File: config.mk
export PLATFORM = sky130hd
export DESIGN_NAME = servo_multi_joint_ramp_flat
export DESIGN_NICKNAME = d
export VERILOG_FILES = /design/src/sv/smjr_pkg.sv /design/src/sv/smjr_in_if.sv /design/src/sv/smjr_out_if.sv /design/src/sv/servo_multi_joint_ramp.sv /design/src/sv/smjr_ctrl.sv /design/src/sv/smjr_dp.sv /design/src/flat_wrapper.sv
export SDC_FILE = /design/constraint.sdc
export NUM_CORES = 2
export LEC_CHECK = 0
export BUFFER_PORTS_ARGS = -buffer_cell sky130_fd_sc_hd__buf_4
export CELL_PAD_IN_SITES_DETAIL_PLACEMENT = 2
export CELL_PAD_IN_SITES_GLOBAL_PLACEMENT = 2
export CORE_UTILIZATION = 44
export DETAILED_ROUTE_END_ITERATION = 6
export PLACE_DENSITY = 0.82
export SLEW_MARGIN = 20
export SYNTH_ARGS = -nofsm -noshare
export SYNTH_HDL_FRONTEND = slang
export SYNTH_HIERARCHICAL = 1
export SYNTH_SLANG_ARGS = --single-unit
File: constraint.sdc
create_clock -name clk -period 14.05 [get_ports clk]
set_clock_uncertainty 0.05 [all_clocks]
set_input_delay 0.7025 -clock clk [delete_from_list [all_inputs] [get_ports clk]]
set_output_delay 0.7025 -clock clk [all_outputs]
set_load 0.05 [all_outputs]
File: src/sv/smjr_pkg.sv
// Shared types and constants of the multi-joint servo ramp.
// Used by the channel interfaces, the controller, the datapath and the top level.
// No dependencies.
package smjr_pkg;

  localparam int NUM_JOINTS = 6;
  localparam int JOINT_W    = (NUM_JOINTS > 1) ? $clog2(NUM_JOINTS) : 1;

  localparam int ANGLE_W = 14;   // raw target, 1/16 degree, signed
  localparam int DUR_W   = 16;
  localparam int STEP_W  = 12;
  localparam int CH_W    = 4;
  localparam int OFF_W   = 10;

  // Divider: |diff| * step / steps has a quotient below 2**QUO_W
  localparam int QUO_W   = ANGLE_W;
  localparam int PROD_W  = ANGLE_W + STEP_W;
  localparam int DCNT_W  = $clog2(QUO_W);

  localparam int ANGLE_MAX16 = 4000;   // 250 degrees
  localparam int OFF_BASE    = 102;
  localparam int OFF_SPAN    = 410;
  localparam int SCALED_W    = 21;     // 4000 * 410 fits
  localparam int ARM1_CH     = 9;

  // dur / 20 = ((dur >> 2) * RECIP_5) >> 18, exact for 14-bit operands
  localparam int RECIP_5       = 52429;
  localparam int RECIP_5_SHIFT = 18;
  // n / 2880 = (((n >> 6) * RECIP_45) >> 21), exact for n < 2**21
  localparam int RECIP_45       = 46604;
  localparam int RECIP_45_SHIFT = 21;

  typedef enum logic {
    CMD_START = 1'b0,
    CMD_TICK  = 1'b1
  } cmd_code_t;

  typedef enum logic [2:0] {
    ST_IDLE,
    ST_PROD,
    ST_DIV,
    ST_ANGLE,
    ST_SCALE,
    ST_EMIT
  } ctrl_state_t;

  typedef struct packed {
    logic start_move;
    logic advance;
    logic prod;
    logic div_step;
    logic angle;
    logic scale;
    logic next_joint;
  } dp_cmd_t;

  typedef struct packed {
    logic active;
    logic div_last;
    logic joint_last;
  } dp_sts_t;

endpackage

File: src/sv/smjr_in_if.sv
// Command channel of the servo ramp: start command or frame tick.
// Depends on smjr_pkg.
interface smjr_in_if
  import smjr_pkg::*;
();
  logic                      valid;
  logic                      ready;
  logic                      cmd;
  logic                      arm_select;
  logic signed [ANGLE_W-1:0] target_0;
  logic signed [ANGLE_W-1:0] target_1;
  logic signed [ANGLE_W-1:0] target_2;
  logic signed [ANGLE_W-1:0] target_3;
  logic signed [ANGLE_W-1:0] target_4;
  logic signed [ANGLE_W-1:0] target_5;
  logic [DUR_W-1:0]          duration_ms;

  modport source (
    output valid, cmd, arm_select, target_0, target_1, target_2, target_3,
           target_4, target_5, duration_ms,
    input  ready
  );
  modport sink (
    input  valid, cmd, arm_select, target_0, target_1, target_2, target_3,
           target_4, target_5, duration_ms,
    output ready
  );
endinterface

File: src/sv/smjr_out_if.sv
// Servo update channel of the servo ramp: one beat per joint on a tick.
// Depends on smjr_pkg.
interface smjr_out_if
  import smjr_pkg::*;
();
  logic             valid;
  logic             ready;
  logic             arm_out;
  logic [CH_W-1:0]  channel;
  logic [OFF_W-1:0] off_count;
  logic             last_of_run;

  modport source (
    output valid, arm_out, channel, off_count, last_of_run,
    input  ready
  );
  modport sink (
    input  valid, arm_out, channel, off_count, last_of_run,
    output ready
  );
endinterface

File: src/sv/servo_multi_joint_ramp.sv
// Top level of the multi-joint servo ramp: controller plus datapath.
// Depends on smjr_pkg, smjr_in_if, smjr_out_if, smjr_ctrl, smjr_dp.
//
//   channel  dir  beat carries
//   in_ch    in   cmd, arm_select, target_0..5, duration_ms
//   out_ch   out  arm_out, channel, off_count, last_of_run
//
// A start beat, like a tick while no ramp runs, is taken in idle and leaves the sequencer there.
// A tick on a running ramp walks each joint in turn through product,
// 14 divide steps, clamp, scale and one output beat; the shared
// restoring divider yields one quotient bit a cycle.
// Reset (rst_n low, synchronous) clears the ramp and the per-arm history
// flags; no clearing pass is needed. A stall on out_ch holds the beat and
// keeps in_ch not ready until the tick's last joint is taken.
module servo_multi_joint_ramp
  import smjr_pkg::*;
(
  input logic        clk,
  input logic        rst_n,
  smjr_in_if.sink    in_ch,
  smjr_out_if.source out_ch
);

  dp_cmd_t dp_cmd;
  dp_sts_t dp_sts;

  // Sequence each tick joint by joint
  smjr_ctrl u_ctrl (
    .clk       (clk),
    .rst_n     (rst_n),
    .in_valid  (in_ch.valid),
    .in_cmd    (in_ch.cmd),
    .in_ready  (in_ch.ready),
    .out_valid (out_ch.valid),
    .out_ready (out_ch.ready),
    .sts       (dp_sts),
    .cmd       (dp_cmd)
  );

  // Hold the move, divide and scale, drive the output beat
  smjr_dp u_dp (
    .clk         (clk),
    .rst_n       (rst_n),
    .arm_select  (in_ch.arm_select),
    .target_0    (in_ch.target_0),
    .target_1    (in_ch.target_1),
    .target_2    (in_ch.target_2),
    .target_3    (in_ch.target_3),
    .target_4    (in_ch.target_4),
    .target_5    (in_ch.target_5),
    .duration_ms (in_ch.duration_ms),
    .cmd         (dp_cmd),
    .sts         (dp_sts),
    .arm_out     (out_ch.arm_out),
    .channel     (out_ch.channel),
    .off_count   (out_ch.off_count),
    .last_of_run (out_ch.last_of_run)
  );

endmodule

File: src/sv/smjr_ctrl.sv
// Sequencer of the servo ramp: walks each joint through product, divide,
// clamp/scale and output. Depends on smjr_pkg.
module smjr_ctrl
  import smjr_pkg::*;
(
  input  logic    clk,
  input  logic    rst_n,
  input  logic    in_valid,
  input  logic    in_cmd,
  output logic    in_ready,
  output logic    out_valid,
  input  logic    out_ready,
  input  dp_sts_t sts,
  output dp_cmd_t cmd
);

  ctrl_state_t state_r, state_nxt;

  always_ff @(posedge clk) begin
    if (!rst_n) begin
      state_r <= ST_IDLE;
    end else begin
      state_r <= state_nxt;
    end
  end

  always_comb begin
    state_nxt = state_r;
    cmd       = '0;
    in_ready  = 1'b0;
    out_valid = 1'b0;
    case (state_r)
      ST_IDLE: begin
        in_ready = 1'b1;
        if (in_valid) begin
          if (in_cmd == CMD_START) begin
            cmd.start_move = 1'b1;
          end else if (sts.active) begin
            cmd.advance = 1'b1;
            state_nxt   = ST_PROD;
          end
        end
      end
      ST_PROD: begin
        cmd.prod  = 1'b1;
        state_nxt = ST_DIV;
      end
      ST_DIV: begin
        cmd.div_step = 1'b1;
        if (sts.div_last) begin
          state_nxt = ST_ANGLE;
        end
      end
      ST_ANGLE: begin
        cmd.angle = 1'b1;
        state_nxt = ST_SCALE;
      end
      ST_SCALE: begin
        cmd.scale = 1'b1;
        state_nxt = ST_EMIT;
      end
      ST_EMIT: begin
        out_valid = 1'b1;
        if (out_ready) begin
          if (sts.joint_last) begin
            state_nxt = ST_IDLE;
          end else begin
            cmd.next_joint = 1'b1;
            state_nxt      = ST_PROD;
          end
        end
      end
      default: begin
        state_nxt = ST_IDLE;
      end
    endcase
  end

  assert property (@(posedge clk) disable iff (!rst_n)
    (state_r == ST_IDLE && in_valid && in_cmd == CMD_TICK && sts.active)
      |=> state_r == ST_PROD)
    else $error("active tick did not start the joint walk");

  assert property (@(posedge clk) disable iff (!rst_n)
    (state_r == ST_EMIT && out_ready && sts.joint_last) |=> state_r == ST_IDLE)
    else $error("sequencer did not return to idle after the last joint");

  assert property (@(posedge clk) disable iff (!rst_n)
    (state_r == ST_DIV && sts.div_last) |=> state_r == ST_ANGLE)
    else $error("divide did not end on its last quotient bit");

endmodule

File: src/sv/smjr_dp.sv
// Datapath of the servo ramp: move storage, step counters, restoring divider
// and angle-to-count scaling. Depends on smjr_pkg.
module smjr_dp
  import smjr_pkg::*;
(
  input  logic                      clk,
  input  logic                      rst_n,
  input  logic                      arm_select,
  input  logic signed [ANGLE_W-1:0] target_0,
  input  logic signed [ANGLE_W-1:0] target_1,
  input  logic signed [ANGLE_W-1:0] target_2,
  input  logic signed [ANGLE_W-1:0] target_3,
  input  logic signed [ANGLE_W-1:0] target_4,
  input  logic signed [ANGLE_W-1:0] target_5,
  input  logic [DUR_W-1:0]          duration_ms,
  input  dp_cmd_t                   cmd,
  output dp_sts_t                   sts,
  output logic                      arm_out,
  output logic [CH_W-1:0]           channel,
  output logic [OFF_W-1:0]          off_count,
  output logic                      last_of_run
);

  localparam int DPROD_W = DUR_W - 2 + 16;
  localparam int MPROD_W = (SCALED_W - 6) + 16;

  logic [ANGLE_W-1:0] tgt [NUM_JOINTS];
  logic [ANGLE_W-1:0] last_tgt_r [2][NUM_JOINTS];
  logic [ANGLE_W-1:0] start_r [NUM_JOINTS];
  logic [ANGLE_W-1:0] goal_r [NUM_JOINTS];
  logic [1:0]         arm_ready_r;
  logic               active_r;
  logic               arm_r;
  logic [STEP_W-1:0]  idx_r, idx_nxt;
  logic [STEP_W-1:0]  total_r;
  logic [JOINT_W-1:0] joint_r;
  logic [DCNT_W-1:0]  dcnt_r;

  logic [STEP_W-1:0]   rem_r;
  logic [QUO_W-1:0]    lo_r;
  logic                neg_r;
  logic [SCALED_W-1:0] scaled_r;
  logic                arm_out_r, last_r;
  logic [CH_W-1:0]     channel_r;
  logic [OFF_W-1:0]    off_r;

  assign tgt[0] = target_0;
  assign tgt[1] = target_1;
  assign tgt[2] = target_2;
  assign tgt[3] = target_3;
  assign tgt[4] = target_4;
  assign tgt[5] = target_5;

  // Step count: duration / 20, at least one
  logic [DPROD_W-1:0] dur_prod;
  logic [STEP_W-1:0]  steps_raw, steps;
  assign dur_prod  = DPROD_W'(duration_ms[DUR_W-1:2]) * DPROD_W'(RECIP_5);
  assign steps_raw = dur_prod[RECIP_5_SHIFT +: STEP_W];
  assign steps     = (steps_raw == '0) ? STEP_W'(1) : steps_raw;
  assign idx_nxt   = idx_r + STEP_W'(1);

  // Product stage: |goal - start| * step, sign kept aside
  logic [ANGLE_W-1:0] cur_start, cur_goal;
  logic [ANGLE_W:0]   diff, mag;
  logic [PROD_W-1:0]  prod;
  assign cur_start = start_r[joint_r];
  assign cur_goal  = goal_r[joint_r];
  assign diff = {cur_goal[ANGLE_W-1], cur_goal} - {cur_start[ANGLE_W-1], cur_start};
  assign mag  = diff[ANGLE_W] ? ((ANGLE_W+1)'(0) - diff) : diff;
  assign prod = PROD_W'(mag[ANGLE_W-1:0]) * PROD_W'(idx_r);

  // Restoring divide, one quotient bit per cycle
  logic [STEP_W:0] trial_in, trial;
  logic            qbit;
  assign trial_in = {rem_r, lo_r[QUO_W-1]};
  assign trial    = trial_in - {1'b0, total_r};
  assign qbit     = (trial_in >= {1'b0, total_r});

  // Angle stage: start + signed quotient, clamp to 0..4000
  logic [15:0]        qs, ang;
  logic [STEP_W-1:0]  ang_c;
  assign qs  = neg_r ? (16'd0 - 16'(lo_r)) : 16'(lo_r);
  assign ang = {{(16-ANGLE_W){cur_start[ANGLE_W-1]}}, cur_start} + qs;
  always_comb begin
    if (ang[15]) begin
      ang_c = '0;
    end else if (ang[14:0] > 15'(ANGLE_MAX16)) begin
      ang_c = STEP_W'(ANGLE_MAX16);
    end else begin
      ang_c = ang[STEP_W-1:0];
    end
  end

  // Scale stage: 102 + floor(scaled / 2880)
  logic [MPROD_W-1:0] mprod;
  assign mprod = MPROD_W'(scaled_r[SCALED_W-1:6]) * MPROD_W'(RECIP_45);

  always_ff @(posedge clk) begin
    if (!rst_n) begin
      arm_ready_r <= '0;
      active_r    <= 1'b0;
      arm_r       <= 1'b0;
      idx_r       <= '0;
      total_r     <= '0;
      joint_r     <= '0;
      dcnt_r      <= '0;
    end else begin
      if (cmd.start_move) begin
        arm_ready_r[arm_select] <= 1'b1;
        arm_r    <= arm_select;
        idx_r    <= '0;
        total_r  <= steps;
        active_r <= 1'b1;
      end
      if (cmd.advance) begin
        idx_r    <= idx_nxt;
        active_r <= (idx_nxt < total_r);
        joint_r  <= '0;
      end
      if (cmd.next_joint) begin
        joint_r <= joint_r + JOINT_W'(1);
      end
      if (cmd.prod) begin
        dcnt_r <= '0;
      end else if (cmd.div_step) begin
        dcnt_r <= dcnt_r + DCNT_W'(1);
      end
    end
  end

  always_ff @(posedge clk) begin
    if (cmd.start_move) begin
      for (int j = 0; j < NUM_JOINTS; j++) begin
        start_r[j] <= arm_ready_r[arm_select] ? last_tgt_r[arm_select][j] : tgt[j];
        goal_r[j]  <= tgt[j];
        last_tgt_r[arm_select][j] <= tgt[j];
      end
    end
    if (cmd.prod) begin
      rem_r <= prod[PROD_W-1:QUO_W];
      lo_r  <= prod[QUO_W-1:0];
      neg_r <= diff[ANGLE_W];
    end
    if (cmd.div_step) begin
      rem_r <= qbit ? trial[STEP_W-1:0] : trial_in[STEP_W-1:0];
      lo_r  <= {lo_r[QUO_W-2:0], qbit};
    end
    if (cmd.angle) begin
      scaled_r <= SCALED_W'(ang_c) * SCALED_W'(OFF_SPAN);
    end
    if (cmd.scale) begin
      off_r     <= OFF_W'(mprod[RECIP_45_SHIFT +: OFF_W]) + OFF_W'(OFF_BASE);
      arm_out_r <= arm_r;
      channel_r <= CH_W'(joint_r) + (arm_r ? CH_W'(ARM1_CH) : CH_W'(0));
      last_r    <= (joint_r == JOINT_W'(NUM_JOINTS - 1));
    end
  end

  assign sts.active     = active_r;
  assign sts.div_last   = (dcnt_r == DCNT_W'(QUO_W - 1));
  assign sts.joint_last = (joint_r == JOINT_W'(NUM_JOINTS - 1));

  assign arm_out     = arm_out_r;
  assign channel     = channel_r;
  assign off_count   = off_r;
  assign last_of_run = last_r;

  assert property (@(posedge clk) disable iff (!rst_n)
    cmd.div_step |-> rem_r < total_r)
    else $error("divider remainder not below the step count");

  assert property (@(posedge clk) disable iff (!rst_n)
    active_r |-> idx_r < total_r)
    else $error("running ramp has passed its last step");

endmodule

File: src/flat_wrapper.sv
// flat-port wrapper written by rule: the top's interface ports become plain ports
module servo_multi_joint_ramp_flat import smjr_pkg::*;
  (clk, rst_n, in_ch_valid, in_ch_cmd, in_ch_arm_select, in_ch_target_0, in_ch_target_1, in_ch_target_2, in_ch_target_3, in_ch_target_4, in_ch_target_5, in_ch_duration_ms, in_ch_ready, out_ch_valid, out_ch_arm_out, out_ch_channel, out_ch_off_count, out_ch_last_of_run, out_ch_ready);
  smjr_in_if in_ch_i ();
  smjr_out_if out_ch_i ();
  input logic clk;
  input logic rst_n;
  input wire logic [$bits(in_ch_i.valid)-1:0] in_ch_valid;
  input wire logic [$bits(in_ch_i.cmd)-1:0] in_ch_cmd;
  input wire logic [$bits(in_ch_i.arm_select)-1:0] in_ch_arm_select;
  input wire logic [$bits(in_ch_i.target_0)-1:0] in_ch_target_0;
  input wire logic [$bits(in_ch_i.target_1)-1:0] in_ch_target_1;
  input wire logic [$bits(in_ch_i.target_2)-1:0] in_ch_target_2;
  input wire logic [$bits(in_ch_i.target_3)-1:0] in_ch_target_3;
  input wire logic [$bits(in_ch_i.target_4)-1:0] in_ch_target_4;
  input wire logic [$bits(in_ch_i.target_5)-1:0] in_ch_target_5;
  input wire logic [$bits(in_ch_i.duration_ms)-1:0] in_ch_duration_ms;
  output wire logic [$bits(in_ch_i.ready)-1:0] in_ch_ready;
  output wire logic [$bits(out_ch_i.valid)-1:0] out_ch_valid;
  output wire logic [$bits(out_ch_i.arm_out)-1:0] out_ch_arm_out;
  output wire logic [$bits(out_ch_i.channel)-1:0] out_ch_channel;
  output wire logic [$bits(out_ch_i.off_count)-1:0] out_ch_off_count;
  output wire logic [$bits(out_ch_i.last_of_run)-1:0] out_ch_last_of_run;
  input wire logic [$bits(out_ch_i.ready)-1:0] out_ch_ready;
  assign in_ch_i.valid = in_ch_valid;
  assign in_ch_i.cmd = in_ch_cmd;
  assign in_ch_i.arm_select = in_ch_arm_select;
  assign in_ch_i.target_0 = in_ch_target_0;
  assign in_ch_i.target_1 = in_ch_target_1;
  assign in_ch_i.target_2 = in_ch_target_2;
  assign in_ch_i.target_3 = in_ch_target_3;
  assign in_ch_i.target_4 = in_ch_target_4;
  assign in_ch_i.target_5 = in_ch_target_5;
  assign in_ch_i.duration_ms = in_ch_duration_ms;
  assign in_ch_ready = in_ch_i.ready;
  assign out_ch_valid = out_ch_i.valid;
  assign out_ch_arm_out = out_ch_i.arm_out;
  assign out_ch_channel = out_ch_i.channel;
  assign out_ch_off_count = out_ch_i.off_count;
  assign out_ch_last_of_run = out_ch_i.last_of_run;
  assign out_ch_i.ready = out_ch_ready;
  servo_multi_joint_ramp u_core (.clk(clk), .rst_n(rst_n), .in_ch(in_ch_i), .out_ch(out_ch_i));
endmodule
==> metrics <==
status=finished, final reports clean; worst vdd ir=0.107 mV; gr usage total=0.283; Post-DP Area=35700 um^2; Root Driver=clkbuf_16; setup repair bufs after CTS=0; H-tree depth=2; I/O pins=124; Flop pwr share=0.322; YS warnings=6; Worst Path Arrival=11.91 ns; Worst-Skew Late Latency=0.64 ns; Reg2Reg Depth=35; crit end category=flop; CTS clk-pin slew, worst paths=0.07 ns; antenna violations before repair=1; critical path's slowest cell=dfxtp_4; CTS Buf Count=50; Iter 0 DRT Violations=1107; I/O Buffers=121; hold path startpoint=in_ch_target_1[9]; pwr/cell area=127 nW/um^2; crit path to=u_core/u_dp/rem_r[10]; clock power share=0.292; CP peak stage delay=0.91 ns; clock tree buffer depth=3; Slew Limit Fails=0; switching share of power=0.363; RR Endpoint=u_core/u_dp/rem_r[10]; GRT overflow=0; fillers=7555; Synth area leaders=edfxtp_1 35%, fa_1 15%, ha_1 15%; asr flop ratio synth=0; post-route cell area=37400 um^2; Initial Utilization=0.444; Syn Area/Cell=11.3 um^2; worst reg-to-reg setup slack=2.37 ns; DRC=0; final hold violations=0; CP required=14.29 ns; setup tns final=0 ns; via count=23200; number of synthesized flops with an enable pin=394; fin crit share=0.831; clk sink count=435; Startpoint Class=flop; First-pass DRT Iterations=5; max_cap viols=0; unrepaired setup endpoints after global routing=no; Seq cells post-synth=435; share of layout cells above drive strength 1=0.0969; relative slew slack=0.206; PostCTS Resize Cnt=0; placer congestion estimate=0.850; vias in the first global route=27500; Yosys cell types=90; Detail Route Antenna Nets=0; Period minus WS final=11.68 ns; P_int=3.04 mW; vias per cell=5.66; Combinational Power Share=0.386; FP Rows=101; maximum clock rate=85.6 MHz; CTS tree=done; core area=75800 um^2; Seq/Total Area, Yosys=0.375; LEAKAGE=16.9 nW; syn_nets=3734; CTS Hold Buffers Added=0; hpwl dp=77.3 mm; routed wire length=108 mm; first-pass GRT wire length=167 mm; Reg area=12700 um^2; Final Util=0.494; Die H=279 um; Synth Instances=2988; P_sw=1.73 mW; post-synth top area cell=edfxtp_1; HP Class=primary input to flop; Top FF cell, synth=edfxtp_1; synthesized area=33700 um^2; largest net degree at the start of global routing=171; top-area cell type share of the netlist area=0.351; Crit path top cell by count=fa_1; Multi-input gate area=19000 um^2; die area=77700 um^2; PnR worst setup slack=2.37 ns; Setup CP Type=flop to flop; worst slew pin tran=1.19 ns; Layout Area Growth over Synthesis=11.0%; net count reported at finish=3831; Setup Viol. Count Final=0; chip width=279 um; CP Max Fanout=39; Routed WL per cell=26.4 um; pre-CTS setup slack=2.48 ns
kinds of logic (layout without fill, tap and decap cells):
group	count (synthesis)	count (layout)	share of synthesized area
adder cells (fa/ha/maj)	640	640	0.293
AO/OA/AOI/OAI	429	429	0.0820
flip-flops	435	435	0.375
AND/OR/NAND/NOR	642	642	0.0930
XOR/XNOR	126	126	0.0332
buffers and inverters	544	682	0.0616
other	0	1	0
multiplexers	172	172	0.0618
registers in the layout (all words and copies together), names as in the netlist, named ones only:
signal	cells
u_core/u_dp/neg_r	1
u_core/u_dp/joint_r	3
u_core/u_ctrl/state_r	3
u_core/u_dp/goal_r	84
u_core/u_dp/last_of_run	1
u_core/u_dp/arm_r	1
u_core/u_dp/lo_r	14
u_core/u_dp/last_tgt_r	168
u_core/u_dp/idx_r	12
u_core/u_dp/start_r	84
u_core/u_dp/dcnt_r	4
u_core/u_dp/active_r	1
u_core/u_dp/channel	4
u_core/u_dp/rem_r	12
u_core/u_dp/off_count	10
u_core/u_dp/total_r	12
u_core/u_dp/scaled_r	15
u_core/u_dp/arm_ready_r	2
u_core/u_dp/arm_out	1
synth_stat cells (9+ instances only):
master	count
xor2_1	50
o21ai_0	145
mux4_2	28
nor2b_1	42
a21oi_1	96
a21o_1	47
nand4_1	10
and2_1	68
o21a_1	24
nand3_1	23
nor3_1	25
inv_1	437
nand2b_1	22
and3_1	18
edfxtp_1	394
clkbuf_1	81
buf_1	12
dfxtp_1	41
nor3b_1	11
a31oi_1	9
or3_1	11
mux2i_1	136
ha_1	391
xnor2_1	75
nand2_1	242
nor2_1	127
fa_1	249
nand3b_1	13
o31ai_1	10
area by class of cell:
cell class                      count  area share
Tap cell                          978      0.0327
Clock inverter                     31      0.0103
Timing Repair Buffer              149      0.0306
Antenna cell                        1   0.0000669
Clock buffer                       62      0.0355
Sequential cell                   435       0.338
Multi-Input combinational cell   2009       0.509
Inverter                          440      0.0441
cells in the final DEF, fill, tap and decap left out, drive strengths merged, types with 8 or more instances in the layout:
cell type / netlist / final
a211oi: 9 / 9
a21boi: 8 / 8
a21o: 47 / 47
a21oi: 99 / 99
a31oi: 13 / 13
and2: 71 / 71
and3: 18 / 18
buf: 23 / 149
clkbuf: 81 / 62
clkinv: 3 / 23
dfxtp: 41 / 41
edfxtp: 394 / 394
fa: 249 / 249
ha: 391 / 391
inv: 437 / 439
mux2: 8 / 8
mux2i: 136 / 136
mux4: 28 / 28
nand2: 242 / 242
nand2b: 22 / 22
nand3: 23 / 23
nand3b: 13 / 13
nand4: 10 / 10
nor2: 127 / 127
nor2b: 43 / 43
nor3: 26 / 26
nor3b: 11 / 11
o211ai: 8 / 8
o21a: 24 / 24
o21ai: 153 / 153
o21bai: 8 / 8
o31ai: 10 / 10
or2: 8 / 8
or3: 11 / 11
xnor2: 75 / 75
xor2: 50 / 50
layer usage:
| layer | part of all wire | global-route usage | wire, um |
|---|---|---|---|
| met1 | 0.39 | 0.321 | 41800 |
| met2 | 0.54 | 0.533 | 58200 |
| met3 | 0.033 | 0.0320 | 3580 |
| met4 | 0.044 | 0.122 | 4770 |
| met5 | 0 | 0 | 0 |
power groups by stage:
stage / clock [mW] / sequential (mW) / combinational, mW
final: 1.39 / 1.53 / 1.84
after global routing: 1.46 / 1.54 / 2.04
after CTS: 1.42 / 1.53 / 1.85
after detailed placement: 0 / 1.56 / 1.81
after global placement: 0 / 1.55 / 1.63
after floorplan: 0 / 1.55 / 1.27
metrics by stage:
| step | power [mW] | instances | hold WS [ns] |
|---|---|---|---|
| floorplan | 2.82 | 2988 | 0.390 |
| global placement | 3.18 | 4011 | 0.427 |
| detailed placement | 3.37 | 4011 | 0.443 |
| CTS | 4.80 | 4104 | 0.182 |
| global route | 5.04 | 4105 | 0.205 |
| finish | 4.77 | 4105 | 0.221 |
worst max-delay path, delay by kind of cell (launching register included):
family	cells	cell delay, ns
buf+inv	5	0.74
xor+xnor	2	0.89
compound gates	13	3.38
mux	2	0.24
flops	1	0.91
fa+ha+maj	8	3.81
simple gates	5	1.21
worst min-delay path by stage:
stage	slack, ns	to	cells after the start
after detailed placement	0.44	u_core/u_dp/total_r[7]	2
after global routing	0.20	u_core/u_dp/goal_r[0][5]	1
after floorplan	0.39	u_core/u_dp/arm_ready_r[0]	2
after global placement	0.43	u_core/u_dp/total_r[10]	2
after CTS	0.18	u_core/u_dp/goal_r[0][5]	1
final	0.22	u_core/u_dp/last_tgt_r[0][65]	1
(Power assumes the default switching activity.)
